<file path="config.mk">
export PLATFORM = sky130hd
export DESIGN_NAME = key_matrix_debounce_hold
export DESIGN_NICKNAME = d
export VERILOG_FILES = /design/src/rtl/kmdh_pkg.sv /design/src/rtl/key_matrix_debounce_hold.sv
export SDC_FILE = /design/constraint.sdc
export NUM_CORES = 2
export LEC_CHECK = 0
export ABC_AREA = 0
export BUFFER_PORTS_ARGS = -buffer_cell sky130_fd_sc_hd__buf_2
export CAP_MARGIN = 0
export CORE_UTILIZATION = 40
export CTS_BUF_LIST = sky130_fd_sc_hd__clkbuf_8
export DETAILED_ROUTE_END_ITERATION = 7
export PLACE_DENSITY = 0.65
export SLEW_MARGIN = 20
export SYNTH_ARGS = -nofsm -noshare
export SYNTH_HDL_FRONTEND = slang
export SYNTH_SLANG_ARGS = --single-unit
</file>
<file path="constraint.sdc">
create_clock -name clk -period 10.95 [get_ports clk]
set_clock_uncertainty 0.2 [all_clocks]
set_input_delay 3.285 -clock clk [delete_from_list [all_inputs] [get_ports clk]]
set_output_delay 3.285 -clock clk [all_outputs]
set_load 0.03 [all_outputs]
</file>
<file path="src/rtl/kmdh_pkg.sv">
// Constants and types shared by the key matrix debounce block and its checker.
package kmdh_pkg;

  // Matrix geometry and the one unconnected position.
  localparam int ROWS      = 3;
  localparam int COLS      = 4;
  localparam int KEY_COUNT = ROWS * COLS;
  localparam int KEY_IDX_W = (KEY_COUNT > 1) ? $clog2(KEY_COUNT) : 1;
  localparam int GAP_ROW   = 1;
  localparam int GAP_COL   = 3;

  // Field widths.
  localparam int ROW_W   = 2;
  localparam int COL_W   = 2;
  localparam int TIME_W  = 32;
  localparam int COUNT_W = 32;
  localparam int CFG_W   = 16;

  // Register reset values.
  localparam logic [CFG_W-1:0] DEBOUNCE_RESET = 16'd10;
  localparam logic [CFG_W-1:0] HOLD_RESET     = 16'd500;

  // Register indexes on the configuration port.
  typedef logic [0:0] cfg_index_t;
  localparam cfg_index_t REG_DEBOUNCE_MS    = 1'b0;
  localparam cfg_index_t REG_HOLD_THRESHOLD = 1'b1;

  // Input item layout in s_tdata.
  localparam int IN_ROW_LSB    = 0;
  localparam int IN_COL_LSB    = IN_ROW_LSB + ROW_W;
  localparam int IN_RAW_BIT    = IN_COL_LSB + COL_W;
  localparam int IN_NOW_LSB    = IN_RAW_BIT + 1;
  localparam int IN_FIELDS_W   = IN_NOW_LSB + TIME_W;
  localparam int IN_DATA_W     = ((IN_FIELDS_W + 7) / 8) * 8;

  // Result item layout in m_tdata; key_valid travels in m_tuser.
  localparam int OUT_PRESSED_BIT = 0;
  localparam int OUT_EDGE_BIT    = 1;
  localparam int OUT_HELD_BIT    = 2;
  localparam int OUT_COUNT_LSB   = 3;
  localparam int OUT_FIELDS_W    = OUT_COUNT_LSB + COUNT_W;
  localparam int OUT_DATA_W      = ((OUT_FIELDS_W + 7) / 8) * 8;

  typedef logic [KEY_IDX_W-1:0] key_idx_t;

endpackage

</file>
<file path="src/rtl/key_matrix_debounce_hold.sv">
// Debounced key matrix: per-key pressed state, press edge, hold count and held flag.
//
// Usage:
//   s_* carries one sample item: row, column, active-low raw level and the
//   current millisecond time. m_* returns one result item per sample:
//   key_valid in m_tuser, pressed/press_edge/held/hold_count in m_tdata.
//   cfg_* writes debounce_ms (index 0) and hold_threshold (index 1); it is
//   always ready. The user must write it only while no item is in flight;
//   the block itself does not enforce this. A sample accepted on s_* moves
//   through the input register, then the result register, to m_*.
// Throughput: one item per cycle unless stalled. The per-key state is read,
//   updated and written back in the same single pass that loads the result
//   register, so a following sample of the same key sees the updated state.
// Reset: rst (synchronous) clears all per-key state, restores both registers
//   to 10 ms and 500, and empties both pipeline registers.
// Stall: while m_tready is low the result holds; one further sample waits in
//   the input register, after which s_tready drops until the result is taken.
module key_matrix_debounce_hold (
  input  logic                              clk,
  input  logic                              rst,
  // s_tdata fields from bit 0: row[1:0], column[3:2], raw_level[4], now_ms[36:5]
  input  logic [kmdh_pkg::IN_DATA_W-1:0]    s_tdata,
  input  logic                              s_tvalid,
  output logic                              s_tready,
  // m_tdata fields from bit 0: pressed[0], press_edge[1], held[2], hold_count[34:3]
  output logic [kmdh_pkg::OUT_DATA_W-1:0]   m_tdata,
  // m_tuser fields from bit 0: key_valid[0]
  output logic [0:0]                        m_tuser,
  output logic                              m_tvalid,
  input  logic                              m_tready,
  input  logic                              cfg_valid,
  output logic                              cfg_ready,
  input  kmdh_pkg::cfg_index_t              cfg_index,
  input  logic [kmdh_pkg::CFG_W-1:0]        cfg_data
);
  import kmdh_pkg::*;

  // Configuration registers.
  logic [CFG_W-1:0] debounce_ms;
  logic [CFG_W-1:0] hold_threshold;

  // Per-key state.
  logic               key_down     [KEY_COUNT];
  logic [TIME_W-1:0]  press_time   [KEY_COUNT];
  logic [TIME_W-1:0]  release_time [KEY_COUNT];
  logic [COUNT_W-1:0] hold_counter [KEY_COUNT];

  // Input register.
  logic              in_valid;
  logic [ROW_W-1:0]  in_row;
  logic [COL_W-1:0]  in_column;
  logic              in_raw_level;
  logic [TIME_W-1:0] in_now;

  // Result register.
  logic               out_valid;
  logic               out_key_valid;
  logic               out_pressed;
  logic               out_edge;
  logic               out_held;
  logic [COUNT_W-1:0] out_hold_count;

  // Update logic.
  logic               advance;
  logic               pos_ok;
  key_idx_t           key_idx;
  logic               cur_down;
  logic [COUNT_W-1:0] cur_count;
  logic               now_pressed;
  logic [TIME_W-1:0]  since;
  logic               take;
  logic               down_next;
  logic               edge_next;
  logic [COUNT_W-1:0] count_next;
  logic [TIME_W-1:0]  press_time_next;
  logic [TIME_W-1:0]  release_time_next;
  logic               held_next;

  // Handshake: the input register drains whenever the result register can load.
  assign advance   = in_valid && (!out_valid || m_tready);
  assign s_tready  = !in_valid || advance;
  assign cfg_ready = 1'b1;

  // Configuration writes.
  always_ff @(posedge clk) begin
    if (rst) begin
      debounce_ms    <= DEBOUNCE_RESET;
      hold_threshold <= HOLD_RESET;
    end else if (cfg_valid) begin
      case (cfg_index)
        REG_DEBOUNCE_MS:    debounce_ms    <= cfg_data;
        REG_HOLD_THRESHOLD: hold_threshold <= cfg_data;
        default: ;
      endcase
    end
  end

  // Input register.
  always_ff @(posedge clk) begin
    if (rst) begin
      in_valid <= 1'b0;
    end else if (s_tready) begin
      in_valid <= s_tvalid;
    end
  end

  always_ff @(posedge clk) begin
    if (s_tready && s_tvalid) begin
      in_row       <= s_tdata[IN_ROW_LSB +: ROW_W];
      in_column    <= s_tdata[IN_COL_LSB +: COL_W];
      in_raw_level <= s_tdata[IN_RAW_BIT];
      in_now       <= s_tdata[IN_NOW_LSB +: TIME_W];
    end
  end

  // Position check and key index; an unconnected position reads entry zero.
  always_comb begin
    pos_ok = (int'(in_row) < ROWS) && (int'(in_column) < COLS) &&
             !((int'(in_row) == GAP_ROW) && (int'(in_column) == GAP_COL));
    key_idx = pos_ok ? key_idx_t'(int'(in_row) * COLS + int'(in_column)) : '0;
  end

  // Debounce test and next per-key state.
  always_comb begin
    cur_down    = key_down[key_idx];
    cur_count   = hold_counter[key_idx];
    now_pressed = !in_raw_level;
    since       = in_now - (now_pressed ? release_time[key_idx] : press_time[key_idx]);
    take        = (now_pressed == cur_down) || (since >= TIME_W'(debounce_ms));

    down_next         = cur_down;
    edge_next         = 1'b0;
    count_next        = cur_count;
    press_time_next   = press_time[key_idx];
    release_time_next = release_time[key_idx];
    if (take) begin
      down_next = now_pressed;
      edge_next = !cur_down && now_pressed;
      if (now_pressed) begin
        if (cur_count == '0) begin
          press_time_next = in_now;
        end
        if (cur_count != '1) begin
          count_next = cur_count + COUNT_W'(1);
        end
      end else begin
        release_time_next = in_now;
        count_next        = '0;
      end
    end
    held_next = down_next && (count_next > COUNT_W'(hold_threshold));
  end

  // Per-key state write-back.
  always_ff @(posedge clk) begin
    if (rst) begin
      for (int i = 0; i < KEY_COUNT; i++) begin
        key_down[i]     <= 1'b0;
        press_time[i]   <= '0;
        release_time[i] <= '0;
        hold_counter[i] <= '0;
      end
    end else if (advance && pos_ok) begin
      key_down[key_idx]     <= down_next;
      press_time[key_idx]   <= press_time_next;
      release_time[key_idx] <= release_time_next;
      hold_counter[key_idx] <= count_next;
    end
  end

  // Result register.
  always_ff @(posedge clk) begin
    if (rst) begin
      out_valid <= 1'b0;
    end else if (advance) begin
      out_valid <= 1'b1;
    end else if (m_tready) begin
      out_valid <= 1'b0;
    end
  end

  always_ff @(posedge clk) begin
    if (advance) begin
      out_key_valid  <= pos_ok;
      out_pressed    <= pos_ok && down_next;
      out_edge       <= pos_ok && edge_next;
      out_held       <= pos_ok && held_next;
      out_hold_count <= pos_ok ? count_next : '0;
    end
  end

  // Output packing.
  assign m_tvalid   = out_valid;
  assign m_tuser[0] = out_key_valid;
  assign m_tdata    = {(OUT_DATA_W - OUT_FIELDS_W)'(0), out_hold_count,
                       out_held, out_edge, out_pressed};

endmodule

</file>
# [After elaboration in Yosys (flattened, before gate mapping)]
# Memories as Yosys holds them, arrays and structs flattened.
# Index checks and enable logic that the tools add are counted.
[op_classes] addsub=3 order_cmp=3 eq_ne=4 n_mux=31 n_bitwise=1 reduce_logical=26
[ops] cell="32-bit 2-to-1 mux" count=12
[ops] cell="32-bit OR reduction" count=3
[ops] cell="32-bit by 1-bit adder with 32-bit output (second input constant)" count=1
[ops] cell="32-bit by 16-bit >= comparator with 1-bit output" count=1
[ops] cell="32-bit by 16-bit greater-than comparator with 1-bit output" count=1
[ops] cell="32-bit zero test" count=1
[ops] cell="32-bit inequality test (second input constant)" count=1
[ops] cell="32-bit subtractor" count=1
[ops] cell="4-bit 2-to-1 mux" count=5
[ops] cell="1-bit 2-to-1 mux" count=14
[ops] cell="1-bit logical AND" count=10
[ops] cell="1-bit zero test" count=5
[ops] cell="4-bit by 2-bit adder with 4-bit output" count=1
[ops] cell="2-bit AND reduction" count=2
[ops] cell="1-bit logical OR" count=3
[ops] cell="2-bit by 1-bit == test with 1-bit output (second input constant)" count=1
[ops] cell="2-bit == test (second input constant)" count=1
[ops] cell="2-bit less-than comparator (second input constant)" count=1
[ops] cell="2-bit nonzero test" count=1
[ops] cell="1-bit == test" count=1
[ops] cell="1-bit NOT" count=1
[ops] cell="1-bit OR reduction" count=1
[word_totals] reg_bits=107 ram_bits=1164 in_bits=62 word_cells=85 n_memories=4
[mem_list] memory="hold_counter" depth=12 width=32 rd=1 rd_clocked_by_memory_dff=0 wr=12 line_no="key_matrix_debounce_hold.sv:46" source="logic [COUNT_W-1:0] hold_counter [KEY_COUNT];"
[mem_list] memory="press_time" depth=12 width=32 rd=1 rd_clocked_by_memory_dff=0 wr=12 line_no="key_matrix_debounce_hold.sv:44" source="logic [TIME_W-1:0] press_time [KEY_COUNT];"
[mem_list] memory="release_time" depth=12 width=32 rd=1 rd_clocked_by_memory_dff=0 wr=12 line_no="key_matrix_debounce_hold.sv:45" source="logic [TIME_W-1:0] release_time [KEY_COUNT];"
[mem_list] memory="key_down" depth=12 width=1 rd=1 rd_clocked_by_memory_dff=0 wr=12 line_no="key_matrix_debounce_hold.sv:43" source="logic key_down [KEY_COUNT];"

# [Longest topological paths before layout]
# An unclocked memory read counts as a cell.
[depth] depth_word=14 mapped_depth=50

# [Worst setup path after synthesis]
# OpenSTA, ideal clock, no wires.
[synth_path] path_kind="register to register" startpoint="register in_column[0]" endpoint="register out_held (data pin)" arrival_time_ps=8657 slack_ps=1830 stages_incl_launch_ff=49 n_path_buf=9 path_cell_list="edfxtp_1 > buf_2 > buf_6 > o2bb2ai_1 > nand2b_1 > buf_2 > clkbuf_1 > clkbuf_1 > buf_1 > nand2_1 > a21oi_1 > nor3_1 > mux2_2 > ha_1 > buf_2 > a21oi_1 > nand2_1 > a221oi_2 > (+13 left out) > nor2_1 > a211o_1 > buf_2 > inv_1 > ha_1 > nor2b_1 > o21ai_0 > nand2b_1 > a21oi_1 > nor2b_1 > o21ai_0 > nand2b_1 > a21oi_1 > nor2b_1 > o21ai_0 > a31oi_1 > nor3b_1 > a21boi_1"
[synth_via] elab_chain_len=14 word_cells_on_any_way=24
[synth_rtl] element="start, declared" line_no="key_matrix_debounce_hold.sv:51" source="logic [COL_W-1:0] in_column;"
[synth_rtl] element="start signal, assigned" line_no="key_matrix_debounce_hold.sv:110" source="in_column <= s_tdata[IN_COL_LSB +: COL_W];"
[synth_rtl] element="branches (longest 4 deep; another with 4-bit by 2-bit adder with 4-bit output)"
[synth_rtl] element="4-bit 2-to-1 mux *" line_no="key_matrix_debounce_hold.sv:120" source="key_idx = pos_ok ? key_idx_t'(int'(in_row) * COLS + int'(in_column)) : '0;"
[synth_rtl] element="memory 12 x 32 bit, on equally long branches"
[synth_rtl] element="32-bit 2-to-1 mux" line_no="key_matrix_debounce_hold.sv:128" source="since = in_now - (now_pressed ? release_time[key_idx] : press_time[key_idx]);"
[synth_rtl] element="32-bit subtractor" line_no="key_matrix_debounce_hold.sv:128"
[synth_rtl] element="32-bit by 16-bit >= comparator with 1-bit output" line_no="key_matrix_debounce_hold.sv:129" source="take = (now_pressed == cur_down) || (since >= TIME_W'(debounce_ms));"
[synth_rtl] element="1-bit logical OR" line_no="key_matrix_debounce_hold.sv:129"
[synth_rtl] element="32-bit 2-to-1 mux *" line_no="key_matrix_debounce_hold.sv:136" source="if (take) begin"
[synth_rtl] element="named net count_next[1]" line_no="key_matrix_debounce_hold.sv:74" source="logic [COUNT_W-1:0] count_next;"
[synth_rtl] element="32-bit by 16-bit greater-than comparator with 1-bit output *" line_no="key_matrix_debounce_hold.sv:151" source="held_next = down_next && (count_next > COUNT_W'(hold_threshold));"
[synth_rtl] element="1-bit logical AND *" line_no="key_matrix_debounce_hold.sv:151"
[synth_rtl] element="1-bit logical AND *" line_no="key_matrix_debounce_hold.sv:187" source="out_held <= pos_ok && held_next;"
[synth_rtl] element="end signal, assigned" line_no="key_matrix_debounce_hold.sv:187"
[synth_rtl] element="end, declared" line_no="key_matrix_debounce_hold.sv:60" source="logic out_held;"
# Mark *: on every way through the listed nets, which the timed path passes.
# A chain may end at the register's enable or synchronous reset.

# [Worst setup path in the final report]
[layout_path] startpoint="register in_row[0]" endpoint="register out_held (data pin)"
[layout_via] elab_chain_len=14 word_cells_on_any_way=25
[layout_rtl] element="start, declared" line_no="key_matrix_debounce_hold.sv:50" source="logic [ROW_W-1:0] in_row;"
[layout_rtl] element="start signal, assigned" line_no="key_matrix_debounce_hold.sv:109" source="in_row <= s_tdata[IN_ROW_LSB +: ROW_W];"
[layout_rtl] element="branches (longest 4 deep; another with 4-bit by 2-bit adder with 4-bit output)"
[layout_rtl] element="4-bit 2-to-1 mux *" line_no="key_matrix_debounce_hold.sv:120"
[layout_rtl] element="memory 12 x 32 bit, on equally long branches"
[layout_rtl] element="32-bit 2-to-1 mux" line_no="key_matrix_debounce_hold.sv:128"
[layout_rtl] element="32-bit subtractor" line_no="key_matrix_debounce_hold.sv:128"
[layout_rtl] element="32-bit by 16-bit >= comparator with 1-bit output" line_no="key_matrix_debounce_hold.sv:129"
[layout_rtl] element="1-bit logical OR" line_no="key_matrix_debounce_hold.sv:129"
[layout_rtl] element="32-bit 2-to-1 mux *" line_no="key_matrix_debounce_hold.sv:136"
[layout_rtl] element="named net count_next[1]" line_no="key_matrix_debounce_hold.sv:74"
[layout_rtl] element="32-bit by 16-bit greater-than comparator with 1-bit output *" line_no="key_matrix_debounce_hold.sv:151"
[layout_rtl] element="1-bit logical AND *" line_no="key_matrix_debounce_hold.sv:151"
[layout_rtl] element="1-bit logical AND *" line_no="key_matrix_debounce_hold.sv:187"
# Marks and branches as above.

==> flow_metrics.env <==
export IMPL_status="finished, violations left"
export IMPL_violations="design-rule violations"
export IMPL_critPathCaptureType="flop"
export IMPL_cp_num_cells=46
export IMPL_cp_top_family="compound AO/OA/AOI/OAI gates"
export IMPL_hold_viol=0
export IMPL_synth_cell_types=105
export IMPL_dpl_cell_area_mm2=0.0590
export IMPL_crit_path_end="out_held$_DFFE_PP_"
export IMPL_grt_pass1_wl_um=267000
export IMPL_nets=4960
export IMPL_vias_per_cell=6.05
export IMPL_syn_inst=4734
export IMPL_worst_pin_slew_ns=1.22
export IMPL_root_buffer="clkbuf_8"
export IMPL_placementRows=137
export IMPL_critical_path_arrival_ns=10.81
export IMPL_cts_sinks=1242
export IMPL_drt_first_pass_iters=8
export IMPL_slowest_delay_ns=0.62
export IMPL_dr_total_vias=41537
export IMPL_synth_top_area_cell="edfxtp_1"
export IMPL_min_path_type="flop to flop"
export IMPL_fp_dieH_um=377
export IMPL_maxSlewHeadroom=0.187
export IMPL_period_share=0.947
export IMPL_drt_initial_drc_count=6187
export IMPL_fillers=12950
export IMPL_cp_required_ns=11.40
export IMPL_route_detailed_drc=4
export IMPL_drv_cap=0
export IMPL_dp_hpwl_um=105000
export IMPL_synthTopCellsByArea="edfxtp_1, nor2_1, a222oi_1"
export IMPL_area_growth_pct=11.4
export IMPL_finalWorstSetupSlack_ns=0.584
export IMPL_clkTransAtPathRegs_ns=0.06
export IMPL_r2r_cells=46
export IMPL_power_density_mw_per_mm2=167
export IMPL_clockBufferDepth=3
export IMPL_htreeDepth=4
export IMPL_r2r_start="in_row[0]$_DFFE_PP_"
export IMPL_setup_tns_ns=0
export IMPL_reg2reg_to="out_held$_DFFE_PP_"
export IMPL_synth_area_per_cell_um2=11.9
export IMPL_async_flop_share=0
export IMPL_grt_pass1_vias=40736
export IMPL_gp_congestion=0.954
export IMPL_setup_viol=0
export IMPL_layout_common_cells="edfxtp_1, nor2_1, nand2_1, a21oi_1, clkbuf_8"
export IMPL_clkLatencyLatePin_ns=0.96
export IMPL_start_util=0.403
export IMPL_overflow=0
export IMPL_wire_per_inst_um=27.0
export IMPL_antenna_left=0
export IMPL_grt_max_degree=98
export IMPL_netlist_area_mm2=0.0562
export IMPL_cp_max_fo=19
export IMPL_cts_tree="done"
export IMPL_rsz0062_at_grt="false"
export IMPL_rrSetupSlack_ns=0.58
export IMPL_synthFlopType="edfxtp_1"
export IMPL_fmax_mhz=96.5
export IMPL_netlist_area_leader_share=0.645
export IMPL_synth_seq_cells=1242
export IMPL_yosys_warnings=0
export IMPL_grt_use_total=0.255
export IMPL_final_area_mm2=0.0626
export IMPL_path_buf_inv=6
export IMPL_pre_cts_ws_ns=0.608
export IMPL_portBuffers=96
export IMPL_drt_wl_total_um=185000
export IMPL_die_area_mm2=0.142
export IMPL_synth_edff_count=1208
export IMPL_drv_slew=0
export IMPL_core_area_mm2=0.140
export IMPL_drive_gt1_frac=0.140
export IMPL_regArea_mm2=0.0370
export IMPL_final_common_cell="edfxtp_1"
export IMPL_leakagePower_nw=22.6
export IMPL_irDropWorstVdd_mv=0.122
export IMPL_die_w_um=377
export IMPL_cp_slowest_cell="or4b_1"
export IMPL_antenna_found_initial=2
export IMPL_cts_buffers=193
export IMPL_io_pins=106
export IMPL_multi_input_area_mm2=0.0176
export IMPL_yosysSeqAreaShare=0.657
export IMPL_period_minus_slack_ns=10.37
export IMPL_crit_start="in_row[0]$_DFFE_PP_"
export IMPL_start_kind="flop"
export IMPL_critPathKind="flop to flop"
cells in the mapped netlist (all sizes together), types with 12 or more instances:
cell type and number:
nor2b 14, a32o 12, a2111oi 12, edfxtp 1208, mux2i 28, nor2 1155
and3 14, a21o 13, and2 18, nor4 15, clkbuf 267, buf 174
nand2b 29, xnor2 21, a21oi 255, nand3 36, inv 69, a22oi 38
o221ai 17, xor2 13, dfxtp 34, mux2 72, nand2 398, nand3b 13
nand4 31, o21ai 115, a32oi 18, a22o 16, ha 66, a211oi 23
a222oi 193, a221oi 16, nor3 134
sequential cells by signal, indices dropped and copies added, names as in the netlist:
name,cells
in_column,2
key_down,12
hold_counter,357
in_row,2
release_time,383
out_edge,1
out_hold_count,32
debounce_ms,16
in_raw_level,1
out_held,1
m_tuser,1
press_time,383
in_valid,1
in_now,32
hold_threshold,16
out_pressed,1
m_tvalid,1
stage by stage:
step,power (mW),std cells,hold WS (ns),utilization
6_report,10.4,6865,0.257,0.449
2_1_floorplan,6.41,4806,0.236,-
4_1_cts,10.4,6853,0.259,0.448
3_5_place_dp,6.87,6504,0.251,0.423
3_3_place_gp,6.85,6503,0.246,0.423
5_1_grt,10.8,6862,0.275,0.449
worst register-to-register path, delay by kind of cell, from the launching register on:
kind | cells | cell delay, ns
AO/OA/AOI/OAI | 19 | 3.81
XOR/XNOR | 1 | 0.26
adder cells (fa/ha/maj) | 4 | 1.30
buffers and inverters | 6 | 1.29
flip-flops | 1 | 0.52
multiplexers | 1 | 0.13
AND/OR/NAND/NOR | 15 | 2.57
where the power goes:
part           internal [mW]  leakage (nW)  switching, mW  total (mW)
Sequential              5.41          12.7         0.0717        5.48
Combinational          0.381          7.83          0.951        1.33
Clock                   1.75          2.08           1.88        3.63
Total                   7.54          22.6           2.90        10.4
logic make-up after synthesis:
| kind of cell | count (synthesis) | synth area share |
|---|---|---|
| buffers and inverters | 512 | 0.0412 |
| XOR/XNOR | 34 | 0.00530 |
| multiplexers | 110 | 0.0237 |
| AND/OR/NAND/NOR | 1912 | 0.143 |
| AO/OA/AOI/OAI | 855 | 0.114 |
| flip-flops | 1242 | 0.657 |
| adder cells (fa/ha/maj) | 67 | 0.0150 |
| other | 2 | 0.000134 |
worst min path at each step:
| stage | slack, ns | start | depth (start not counted) | end |
|---|---|---|---|---|
| after floorplan | 0.24 | debounce_ms[10]$_SDFFE_PP0P_ | 2 | debounce_ms[10]$_SDFFE_PP0P_ |
| after global placement | 0.25 | hold_threshold[11]$_SDFFE_PP0P_ | 2 | hold_threshold[11]$_SDFFE_PP0P_ |
| after detailed placement | 0.25 | hold_threshold[1]$_SDFFE_PP0P_ | 2 | hold_threshold[1]$_SDFFE_PP0P_ |
| after CTS | 0.26 | hold_threshold[1]$_SDFFE_PP0P_ | 2 | hold_threshold[1]$_SDFFE_PP0P_ |
| after global routing | 0.28 | hold_threshold[1]$_SDFFE_PP0P_ | 2 | hold_threshold[1]$_SDFFE_PP0P_ |
| final | 0.26 | hold_threshold[1]$_SDFFE_PP0P_ | 2 | hold_threshold[1]$_SDFFE_PP0P_ |
per-layer routing:
layer  vias up  part of all wire  global-route usage
li1      17665                 -                   -
met1     20570              0.38               0.337
met2      2800              0.46               0.412
met3       502              0.11              0.0447
met4         0             0.041               0.112
met5         -                 0                   0
repair_timing:
action | in CTS | in global routing
buffers inserted | 0 | 4
gates resized for setup | 0 | 8
endpoints found under the setup margin | 0 | 1
hold buffers | 0 | 0
layout make-up:
class	instances	share of cell area
multi-input combinational	3055	0.281
timing repair buffer	268	0.0319
antenna	4	0.000160
sequential	1242	0.590
clock inverter	151	0.0120
tap	1876	0.0375
inverter	71	0.00426
clock buffer	198	0.0435
(Power assumes the default switching activity.)
